==> config.mk <==
export PLATFORM = sky130hd
export DESIGN_NAME = circular_ordered_keyed_list_top
export DESIGN_NICKNAME = d
export VERILOG_FILES = /design/src/rtl/cokl_pkg.sv /design/src/rtl/circular_ordered_keyed_list_top.sv /design/src/rtl/cokl_ram.sv /design/src/rtl/cokl_datapath.sv /design/src/rtl/cokl_ctrl.sv
export SDC_FILE = /design/constraint.sdc
export NUM_CORES = 2
export LEC_CHECK = 0
export BUFFER_PORTS_ARGS = -buffer_cell sky130_fd_sc_hd__buf_2
export CAP_MARGIN = 25
export CORE_MARGIN = 8
export CORE_UTILIZATION = 30
export CTS_BUF_LIST = sky130_fd_sc_hd__clkbuf_16
export DETAILED_ROUTE_END_ITERATION = 8
export GPL_ROUTABILITY_DRIVEN = 0
export SYNTH_ARGS = -nofsm -noshare
export SYNTH_HDL_FRONTEND = slang
export SYNTH_SLANG_ARGS = --single-unit
export TNS_END_PERCENT = 20
==> constraint.sdc <==
create_clock -name clk -period 5.6 [get_ports clk]
set_input_delay 0.56 -clock clk [delete_from_list [all_inputs] [get_ports clk]]
set_output_delay 0.56 -clock clk [all_outputs]
set_load 0.02 [all_outputs]
==> src/rtl/cokl_pkg.sv <==
package cokl_pkg;

    // Sizing of the list store
    localparam int CAPACITY     = 64;
    localparam int ID_BITS      = 16;
    localparam int PAYLOAD_BITS = 32;

    localparam int ADDR_W  = (CAPACITY > 1) ? $clog2(CAPACITY) : 1;
    localparam int CNT_W   = $clog2(CAPACITY + 1);
    localparam int MEM_W   = ID_BITS + PAYLOAD_BITS;

    // Fixed port field widths
    localparam int CMD_W     = 3;
    localparam int KEY_W     = 16;
    localparam int PAY_W     = 32;
    localparam int POS_W     = 6;
    localparam int STAT_W    = 2;
    localparam int COUNT_W   = 7;
    localparam int S_DATA_W  = 56;
    localparam int M_DATA_W  = 56;

    // Width for index arithmetic and position compare
    localparam int CMP_W = (CNT_W + 1 > POS_W) ? CNT_W + 1 : POS_W;

    typedef enum logic [CMD_W-1:0] {
        CMD_APPEND = 3'd0,
        CMD_REMOVE = 3'd1,
        CMD_GET    = 3'd2,
        CMD_NEXT   = 3'd3,
        CMD_PREV   = 3'd4
    } cmd_t;

    typedef enum logic [STAT_W-1:0] {
        ST_OK        = 2'd0,
        ST_NOT_FOUND = 2'd1,
        ST_FULL      = 2'd2,
        ST_EMPTY     = 2'd3
    } status_t;

    // Read address source
    typedef enum logic [2:0] {
        RD_ZERO,
        RD_POS,
        RD_IDX1,
        RD_IDX2,
        RD_NBR
    } rd_sel_t;

    // Write address and data source
    typedef enum logic {
        WR_APPEND,
        WR_SHIFT
    } wr_sel_t;

    // Controller to datapath commands
    typedef struct packed {
        logic    capture;
        logic    rd_en;
        rd_sel_t rd_sel;
        logic    wr_en;
        wr_sel_t wr_sel;
        logic    idx_clr;
        logic    idx_inc;
        logic    len_inc;
        logic    len_dec;
        logic    out_load;
        status_t out_status;
        logic    out_use_data;
    } dp_ctrl_t;

    // Datapath to controller status
    typedef struct packed {
        cmd_t cmd;
        logic full;
        logic empty;
        logic pos_ok;
        logic match;
        logic last;
        logic shift_last;
        logic out_free;
    } dp_stat_t;

endpackage

==> src/rtl/circular_ordered_keyed_list_top.sv <==
// Channel  | Dir | tdata (low bit up)                        | tuser
// s_axis   | in  | key_id[15:0] entry_payload[31:0] position[5:0] | cmd[2:0]
// m_axis   | out | result_id[15:0] result_payload[31:0] entry_count[6:0] | status[1:0]
//
// One request at a time; the result sits in an output register, so the next
// request is taken while a result still waits on m_axis.
// Append, get and the empty or unknown-command answers go from decode straight
// to the result register; next/previous scan the list up to the hit, and remove
// and a search that misses walk the whole list. The single read port of the
// entry store, walking one entry per cycle, sets the scan time; s_axis_tready
// returns the cycle after the result is loaded.
// Reset clears the length and control; stored entries are not cleared.
// m_axis stalls hold the result; the next result waits until it is taken.
module circular_ordered_keyed_list_top (
    input  logic                          clk,
    input  logic                          rst_n,
    input  logic                          s_axis_tvalid,
    output logic                          s_axis_tready,
    // key_id, entry_payload, position, zero pad
    input  logic [cokl_pkg::S_DATA_W-1:0] s_axis_tdata,
    // cmd
    input  logic [cokl_pkg::CMD_W-1:0]    s_axis_tuser,
    output logic                          m_axis_tvalid,
    input  logic                          m_axis_tready,
    // result_id, result_payload, entry_count, zero pad
    output logic [cokl_pkg::M_DATA_W-1:0] m_axis_tdata,
    // status
    output logic [cokl_pkg::STAT_W-1:0]   m_axis_tuser
);
    import cokl_pkg::*;

    dp_ctrl_t           ctrl;
    dp_stat_t           stat;
    logic [KEY_W-1:0]   out_id;
    logic [PAY_W-1:0]   out_payload;
    logic [COUNT_W-1:0] out_count;

    cokl_ctrl u_ctrl (
        .clk      (clk),
        .rst_n    (rst_n),
        .in_valid (s_axis_tvalid),
        .in_ready (s_axis_tready),
        .stat     (stat),
        .ctrl     (ctrl)
    );

    cokl_datapath u_dp (
        .clk         (clk),
        .rst_n       (rst_n),
        .ctrl        (ctrl),
        .stat        (stat),
        .in_cmd      (s_axis_tuser),
        .in_key      (s_axis_tdata[KEY_W-1:0]),
        .in_payload  (s_axis_tdata[KEY_W +: PAY_W]),
        .in_pos      (s_axis_tdata[KEY_W + PAY_W +: POS_W]),
        .out_ready   (m_axis_tready),
        .out_valid   (m_axis_tvalid),
        .out_status  (m_axis_tuser),
        .out_id      (out_id),
        .out_payload (out_payload),
        .out_count   (out_count)
    );

    // Pack result fields, zero pad to whole bytes
    assign m_axis_tdata = {{(M_DATA_W - KEY_W - PAY_W - COUNT_W){1'b0}},
                           out_count, out_payload, out_id};

endmodule

==> src/rtl/cokl_ram.sv <==
module cokl_ram #(
    parameter int WIDTH = 8,
    parameter int DEPTH = 16
) (
    input  logic                                       clk,
    input  logic                                       wr_en,
    input  logic [((DEPTH > 1) ? $clog2(DEPTH) : 1)-1:0] wr_addr,
    input  logic [WIDTH-1:0]                           wr_data,
    input  logic                                       rd_en,
    input  logic [((DEPTH > 1) ? $clog2(DEPTH) : 1)-1:0] rd_addr,
    output logic [WIDTH-1:0]                           rd_data
);

    logic [WIDTH-1:0] mem [DEPTH];

    // Write port
    always_ff @(posedge clk)
    begin
        if (wr_en)
        begin
            mem[wr_addr] <= wr_data;
        end
    end

    // Registered read port, holds when idle
    always_ff @(posedge clk)
    begin
        if (rd_en)
        begin
            rd_data <= mem[rd_addr];
        end
    end

endmodule

==> src/rtl/cokl_datapath.sv <==
module cokl_datapath (
    input  logic                             clk,
    input  logic                             rst_n,
    input  cokl_pkg::dp_ctrl_t               ctrl,
    output cokl_pkg::dp_stat_t               stat,
    input  logic [cokl_pkg::CMD_W-1:0]       in_cmd,
    input  logic [cokl_pkg::KEY_W-1:0]       in_key,
    input  logic [cokl_pkg::PAY_W-1:0]       in_payload,
    input  logic [cokl_pkg::POS_W-1:0]       in_pos,
    input  logic                             out_ready,
    output logic                             out_valid,
    output logic [cokl_pkg::STAT_W-1:0]      out_status,
    output logic [cokl_pkg::KEY_W-1:0]       out_id,
    output logic [cokl_pkg::PAY_W-1:0]       out_payload,
    output logic [cokl_pkg::COUNT_W-1:0]     out_count
);
    import cokl_pkg::*;

    cmd_t                    cmd_reg;
    logic [ID_BITS-1:0]      key_reg;
    logic [PAYLOAD_BITS-1:0] pay_reg;
    logic [POS_W-1:0]        pos_reg;
    logic [ADDR_W-1:0]       idx_reg;
    logic [CNT_W-1:0]        len_reg;
    logic                    out_valid_reg;
    status_t                 out_status_reg;
    logic [KEY_W-1:0]        out_id_reg;
    logic [PAY_W-1:0]        out_pay_reg;
    logic [COUNT_W-1:0]      out_count_reg;

    logic [CMP_W-1:0]        idx_w;
    logic [CMP_W-1:0]        len_w;
    logic [CMP_W-1:0]        nbr_w;
    logic [ADDR_W-1:0]       rd_addr;
    logic [ADDR_W-1:0]       wr_addr;
    logic [MEM_W-1:0]        wr_data;
    logic [MEM_W-1:0]        rd_data;
    logic [ID_BITS-1:0]      rd_id;
    logic [PAYLOAD_BITS-1:0] rd_pay;
    logic                    out_free;

    assign idx_w  = CMP_W'(idx_reg);
    assign len_w  = CMP_W'(len_reg);
    assign rd_id  = rd_data[MEM_W-1 -: ID_BITS];
    assign rd_pay = rd_data[PAYLOAD_BITS-1:0];
    assign out_free = !out_valid_reg || out_ready;

    // Request capture
    always_ff @(posedge clk)
    begin
        if (ctrl.capture)
        begin
            cmd_reg <= cmd_t'(in_cmd);
            key_reg <= ID_BITS'(in_key);
            pay_reg <= PAYLOAD_BITS'(in_payload);
            pos_reg <= in_pos;
        end
    end

    // Scan index and list length
    always_ff @(posedge clk or negedge rst_n)
    begin
        if (!rst_n)
        begin
            idx_reg <= '0;
            len_reg <= '0;
        end
        else
        begin
            if (ctrl.idx_clr)
            begin
                idx_reg <= '0;
            end
            else if (ctrl.idx_inc)
            begin
                idx_reg <= idx_reg + 1'b1;
            end
            if (ctrl.len_inc)
            begin
                len_reg <= len_reg + 1'b1;
            end
            else if (ctrl.len_dec)
            begin
                len_reg <= len_reg - 1'b1;
            end
        end
    end

    // Neighbor of the hit entry, wrapping at both ends
    always_comb
    begin
        if (cmd_reg == CMD_NEXT)
        begin
            nbr_w = (idx_w + 1'b1 == len_w) ? '0 : idx_w + 1'b1;
        end
        else
        begin
            nbr_w = (idx_reg == '0) ? len_w - 1'b1 : idx_w - 1'b1;
        end
    end

    // Read address select
    always_comb
    begin
        case (ctrl.rd_sel)
            RD_ZERO: rd_addr = '0;
            RD_POS:  rd_addr = ADDR_W'(pos_reg);
            RD_IDX1: rd_addr = ADDR_W'(idx_w + 1'b1);
            RD_IDX2: rd_addr = ADDR_W'(idx_w + 2'd2);
            RD_NBR:  rd_addr = ADDR_W'(nbr_w);
            default: rd_addr = '0;
        endcase
    end

    // Write select: append at the tail or shift one entry down
    always_comb
    begin
        if (ctrl.wr_sel == WR_APPEND)
        begin
            wr_addr = ADDR_W'(len_reg);
            wr_data = {key_reg, pay_reg};
        end
        else
        begin
            wr_addr = idx_reg;
            wr_data = rd_data;
        end
    end

    cokl_ram #(
        .WIDTH (MEM_W),
        .DEPTH (CAPACITY)
    ) u_store (
        .clk     (clk),
        .wr_en   (ctrl.wr_en),
        .wr_addr (wr_addr),
        .wr_data (wr_data),
        .rd_en   (ctrl.rd_en),
        .rd_addr (rd_addr),
        .rd_data (rd_data)
    );

    // Status toward the controller
    always_comb
    begin
        stat.cmd        = cmd_reg;
        stat.full       = (len_reg == CNT_W'(CAPACITY));
        stat.empty      = (len_reg == '0);
        stat.pos_ok     = (CMP_W'(pos_reg) < len_w);
        stat.match      = (rd_id == key_reg);
        stat.last       = (idx_w + 1'b1 == len_w);
        stat.shift_last = (idx_w + 2'd2 == len_w);
        stat.out_free   = out_free;
    end

    // Result register
    always_ff @(posedge clk or negedge rst_n)
    begin
        if (!rst_n)
        begin
            out_valid_reg <= 1'b0;
        end
        else if (ctrl.out_load)
        begin
            out_valid_reg <= 1'b1;
        end
        else if (out_ready)
        begin
            out_valid_reg <= 1'b0;
        end
    end

    always_ff @(posedge clk)
    begin
        if (ctrl.out_load)
        begin
            out_status_reg <= ctrl.out_status;
            out_count_reg  <= COUNT_W'(len_reg);
            out_id_reg     <= ctrl.out_use_data ? KEY_W'(rd_id) : '0;
            out_pay_reg    <= ctrl.out_use_data ? PAY_W'(rd_pay) : '0;
        end
    end

    assign out_valid   = out_valid_reg;
    assign out_status  = out_status_reg;
    assign out_id      = out_id_reg;
    assign out_payload = out_pay_reg;
    assign out_count   = out_count_reg;

    // Checks
    a_len_bound: assert property (@(posedge clk) disable iff (!rst_n)
        len_reg <= CNT_W'(CAPACITY))
        else $error("list length above capacity");

    a_no_inc_full: assert property (@(posedge clk) disable iff (!rst_n)
        ctrl.len_inc |-> !stat.full)
        else $error("append grew a full list");

    a_no_dec_empty: assert property (@(posedge clk) disable iff (!rst_n)
        ctrl.len_dec |-> !stat.empty)
        else $error("remove shrank an empty list");

    a_load_free: assert property (@(posedge clk) disable iff (!rst_n)
        ctrl.out_load |-> out_free)
        else $error("result overwritten before it was taken");

    a_load_valid: assert property (@(posedge clk) disable iff (!rst_n)
        ctrl.out_load |=> out_valid_reg)
        else $error("loaded result not presented");

endmodule

==> src/rtl/cokl_ctrl.sv <==
module cokl_ctrl (
    input  logic                 clk,
    input  logic                 rst_n,
    input  logic                 in_valid,
    output logic                 in_ready,
    input  cokl_pkg::dp_stat_t   stat,
    output cokl_pkg::dp_ctrl_t   ctrl
);
    import cokl_pkg::*;

    typedef enum logic [2:0] {
        S_IDLE,
        S_DECODE,
        S_SCAN,
        S_SHIFT,
        S_DONE
    } state_t;

    state_t  state_reg, state_next;
    status_t status_reg, status_next;
    logic    use_data_reg, use_data_next;

    // State and registered result flags
    always_ff @(posedge clk or negedge rst_n)
    begin
        if (!rst_n)
        begin
            state_reg    <= S_IDLE;
            status_reg   <= ST_OK;
            use_data_reg <= 1'b0;
        end
        else
        begin
            state_reg    <= state_next;
            status_reg   <= status_next;
            use_data_reg <= use_data_next;
        end
    end

    // Next state and datapath commands
    always_comb
    begin
        state_next        = state_reg;
        status_next       = status_reg;
        use_data_next     = use_data_reg;
        in_ready          = 1'b0;
        ctrl              = '0;
        ctrl.rd_sel       = RD_IDX1;
        ctrl.wr_sel       = WR_SHIFT;
        ctrl.out_status   = status_reg;
        ctrl.out_use_data = use_data_reg;

        unique case (state_reg)
            S_IDLE:
            begin
                in_ready = 1'b1;
                if (in_valid)
                begin
                    ctrl.capture = 1'b1;
                    state_next   = S_DECODE;
                end
            end

            S_DECODE:
            begin
                use_data_next = 1'b0;
                state_next    = S_DONE;
                unique case (stat.cmd) inside
                    CMD_APPEND:
                    begin
                        if (stat.full)
                        begin
                            status_next = ST_FULL;
                        end
                        else
                        begin
                            ctrl.wr_en   = 1'b1;
                            ctrl.wr_sel  = WR_APPEND;
                            ctrl.len_inc = 1'b1;
                            status_next  = ST_OK;
                        end
                    end
                    CMD_GET:
                    begin
                        if (stat.empty)
                        begin
                            status_next = ST_EMPTY;
                        end
                        else if (stat.pos_ok)
                        begin
                            ctrl.rd_en    = 1'b1;
                            ctrl.rd_sel   = RD_POS;
                            status_next   = ST_OK;
                            use_data_next = 1'b1;
                        end
                        else
                        begin
                            status_next = ST_NOT_FOUND;
                        end
                    end
                    CMD_REMOVE, CMD_NEXT, CMD_PREV:
                    begin
                        if (stat.empty)
                        begin
                            status_next = ST_EMPTY;
                        end
                        else
                        begin
                            ctrl.rd_en   = 1'b1;
                            ctrl.rd_sel  = RD_ZERO;
                            ctrl.idx_clr = 1'b1;
                            state_next   = S_SCAN;
                        end
                    end
                    default:
                    begin
                        status_next = ST_NOT_FOUND;
                    end
                endcase
            end

            // One stored entry compared per cycle, next one read ahead
            S_SCAN:
            begin
                ctrl.rd_en = 1'b1;
                if (stat.match)
                begin
                    if (stat.cmd == CMD_REMOVE)
                    begin
                        if (stat.last)
                        begin
                            ctrl.len_dec  = 1'b1;
                            status_next   = ST_OK;
                            use_data_next = 1'b0;
                            state_next    = S_DONE;
                        end
                        else
                        begin
                            state_next = S_SHIFT;
                        end
                    end
                    else
                    begin
                        ctrl.rd_sel   = RD_NBR;
                        status_next   = ST_OK;
                        use_data_next = 1'b1;
                        state_next    = S_DONE;
                    end
                end
                else if (stat.last)
                begin
                    status_next   = ST_NOT_FOUND;
                    use_data_next = 1'b0;
                    state_next    = S_DONE;
                end
                else
                begin
                    ctrl.idx_inc = 1'b1;
                end
            end

            // Close the gap: entry idx+1 moves to idx
            S_SHIFT:
            begin
                ctrl.wr_en = 1'b1;
                if (stat.shift_last)
                begin
                    ctrl.len_dec  = 1'b1;
                    status_next   = ST_OK;
                    use_data_next = 1'b0;
                    state_next    = S_DONE;
                end
                else
                begin
                    ctrl.rd_en   = 1'b1;
                    ctrl.rd_sel  = RD_IDX2;
                    ctrl.idx_inc = 1'b1;
                end
            end

            S_DONE:
            begin
                if (stat.out_free)
                begin
                    ctrl.out_load = 1'b1;
                    state_next    = S_IDLE;
                end
            end

            default:
            begin
                state_next = S_IDLE;
            end
        endcase
    end

    // Checks
    a_ready_idle: assert property (@(posedge clk) disable iff (!rst_n)
        in_ready |-> state_reg == S_IDLE)
        else $error("request taken while busy");

    a_no_rw_done: assert property (@(posedge clk) disable iff (!rst_n)
        state_reg == S_DONE |-> !ctrl.rd_en && !ctrl.wr_en)
        else $error("store accessed while result pending");

    a_capture_decode: assert property (@(posedge clk) disable iff (!rst_n)
        ctrl.capture |=> state_reg == S_DECODE)
        else $error("captured request not decoded");

endmodule

==> reports/summary.txt <==
flops & latches, synth - 3254
largest reg by FF count - u_dp.u_store.mem
R2R Setup Slk - 0.17 ns
GR Util met2 - 0.273
Filler cells - 40100
syn avg cell area - 14.2 sq um
Cells after Synth - 8975
Detailed Route Iter0 Violations - 11200
Psw - 32100 uW
run status - finished clean
# Post-CTS Setup Buffers - 0
Slowest-stage cell, CP - a2111oi_0
Final Hold Fails - 0
biggest regs - u_dp.u_store.mem x3072, u_dp.u_store.rd_data x48
Core Region - 0.424 sq mm
maximum vdd drop - 687 uV
Internal Power - 54600 uW
EDFF count, synth - 3234
slew margin rel. - 0.237
Util after Layout - 0.360
max cap viols - 0
final setup violating endpoints - 0
Synthesis Warnings - 0
Crit. End Element - register
GR peak layer - met2
Setup crit start kind - register
DP Area - 0.141 sq mm
slew of the pin with the lowest slew margin - 1.12 ns
total grt overflow - 0
Clk network pwr share - 0.254
Final HPWL DP - 237 mm
CP Class - reg2reg
Worst Hold Endpoint - u_ctrl.state_reg[0]
vias in the first global route - 76100
H-Tree Depth - 5
DR vias/cell - 5.19
Post-Syn Area - 0.128 sq mm
antenna violations before repair - 11
total track usage - 0.172
Final min period - 5.43 ns
Worst-path clk slew - 0.06 ns
async set or reset register ratio after synthesis - 0.00615
Reg-to-Reg Start - u_dp.idx_reg[1]
Die H - 669 microns
final period utilization - 0.970
Std-Cell Rows - 239
fraction of layout cells with a size suffix above 1 - 0.140
Synth Flop Type - edfxtp_1
ANT nets after route - 0
Final Slew Violations - 0
Flop pwr share - 0.369
Post-Layout Inst Area - 0.153 sq mm
worst hold path cell count - 3
port bufs - 119
crit-path max cell delay - 0.93 ns
WL/cell - 25.8 microns
Num CTS Buffers - 341
max FFs per register - 3072
RSZ-0062 raised after global routing - no
Worst-Skew Late Latency - 0.90 ns
Post-Place Cells - 14800
Hold Slack - 0.184 ns
ranking of synthesized cells by area - edfxtp_1 76%, nand2_1 6.4%, nand3_1 4.0%, mux2i_1 3.7%, a21oi_1 1.4%
Distinct cells, synth - 85
Vias - 80700
CTS Sinks - 3254
P&R area growth vs syn - 19.5%
Critical Path Fanout Max - 17
crit path DAT - 6.17 ns
reg2reg end - u_dp.u_store.rd_data[39]
initial core utilization - 0.301
Post-route DRC - 0
pin count of the biggest net entering global routing - 80
Yosys top cell by area - edfxtp_1
Worst Clk Skew - 0.0612 ns
root buffer cell - clkbuf_16
crit path cell chain - inv_1, ha_1, nor2b_1, nand2_1, mux2i_1, ha_1, o2111ai_1, xnor2_1, nor4_1, a221oi_1, o21ai_1, o21a_1, buf_4, o211ai_1, buf_12, buf_12, a21oi_1, a2111oi_0, and4_1
P per Cell Area - 568 mW/mm^2
sequential area share after synthesis - 0.764
f_max - 184 MHz
leakage power - 0.0510 uW
final WL - 401 mm
first-pass GRT wire length - 564 mm
drt first pass iters - 7
met1 usage - 0.235
Synth top area share - 0.760
non-filler cells, final - 15500
setup_tns - 0 ns
Mapped Nets - 9053
Comb power frac - 0.377
HP Class - in2reg
min-delay src - s_axis_tvalid
R2R depth - 19
met3 usage - 0.0336
Critical Path RT - 6.34 ns
Chip Width - 669 microns
Ports - 123
clock tree buffer depth - 4
Sw Share - 0.371
TritonCTS clock tree - done
number of nets in the layout - 9675
die area - 0.447 sq mm
==> cell type report <==
class,instances,area (sq um),area share
sequential,3254,97600,0.639
tap,5663,7090,0.0464
antenna,5,12.5,0.0000819
multi-input combinational,5171,28600,0.187
inverter,13,48.8,0.000319
clock inverter,265,2110,0.0138
timing repair buffer,816,8550,0.0560
clock buffer,348,8710,0.0570
==> metal layers <==
metal,part of all wire,vias to the layer above,wire [microns]
met2,0.46,4086,183000
met3,0.10,677,40000
met4,0.039,4,15600
met5,0.000085,-,34
met1,0.41,41000,163000
li1,-,34900,-
==> critical path, delay by kind of cell, from the launching register on <==
kind                       cells  cell delay, ns
AOI/OAI and AO/OA              7            2.36
xor gates and xnor gates       1            0.21
adders and majority gates      2            0.53
buffers and inverters          4            0.81
DFF                            1            0.37
muxes                          1            0.27
and+or+nand+nor                4            0.70
==> cells in the mapped netlist, types with 4 or more instances <==
cell type	n
a2111oi_0	44
a211oi_1	92
a21boi_0	39
a21oi_1	351
a221oi_1	4
a22oi_1	120
a311oi_1	13
a31oi_1	100
a32oi_1	22
and2_1	52
and3_1	10
and4_1	43
buf_1	65
buf_2	143
buf_4	21
clkbuf_1	308
dfrtp_1	20
edfxtp_1	3234
ha_1	14
inv_1	12
mux2_2	50
mux2i_1	474
nand2_1	2185
nand2b_1	6
nand3_1	1010
nand4_1	13
nor2_1	148
nor2b_1	5
nor3_1	64
nor4_1	17
o2111ai_1	5
o211ai_1	5
o21a_1	6
o21ai_0	42
o22ai_1	70
o2bb2ai_1	36
o31ai_1	5
or3_1	7
or4_1	4
xnor2_1	20
xor2_1	27
==> repair_timing <==
item / in CTS / in global routing
endpoints found under the setup margin: 0 / 1
gates resized for setup: 0 / 1
hold endpoints to repair: 78 / 0
hold buffers: 59 / 0
==> worst max-delay path by stage <==
stage,startpoint,endpoint,slack (ns),depth (start not counted)
after floorplan,u_ctrl.state_reg[2],u_dp.u_store.mem[16][0],0.48,10
after global placement,u_dp.idx_reg[0],u_dp.u_store.rd_data[31],0.40,17
after detailed placement,u_dp.idx_reg[0],u_dp.u_store.rd_data[24],0.36,20
after CTS,u_dp.idx_reg[0],u_dp.u_store.rd_data[24],0.31,20
after global routing,u_dp.idx_reg[0],u_dp.u_store.rd_data[39],0.03,19
final,u_dp.idx_reg[1],u_dp.u_store.rd_data[39],0.17,19
==> power by group through the flow <==
stage / registers, uW / clock network [uW] / logic (uW)
detailed placement: 32500 / 0 / 32200
finish: 32000 / 22100 / 32700
global route: 32000 / 23200 / 35000
global placement: 32500 / 0 / 31900
floorplan: 32300 / 0 / 18200
CTS: 32000 / 22300 / 32300
==> logic make-up after synthesis <==
| kind of cell | Yosys count | share of synthesized area |
|---|---|---|
| simple gates | 3589 | 0.121 |
| fa+ha+maj | 15 | 0.00153 |
| buf+inv | 550 | 0.0182 |
| flops | 3254 | 0.764 |
| mux | 524 | 0.0415 |
| xor+xnor | 48 | 0.00340 |
| other cells | 1 | 0.0000293 |
| compound gates | 994 | 0.0510 |
==> layout by cell type (no fill, tap or decap), drive strengths merged, types with 99 or more instances in the layout <==
master | synthesis | layout
clkinv | 0 | 140
a22oi | 120 | 120
a31oi | 101 | 101
nor2 | 153 | 153
edfxtp | 3234 | 3234
clkbuf | 308 | 348
mux2i | 474 | 474
buf | 229 | 757
inv | 13 | 99
nand3 | 1010 | 1010
nand2 | 2186 | 2186
a21oi | 351 | 351
==> through the flow <==
stage               setup WS, ns  total power (uW)
finish                     0.169             86700
global route              0.0287             90200
CTS                        0.306             86600
detailed placement         0.363             64700
global placement           0.401             64400
floorplan                  0.483             50500
Note: power is estimated with default switching activity, not from simulation.
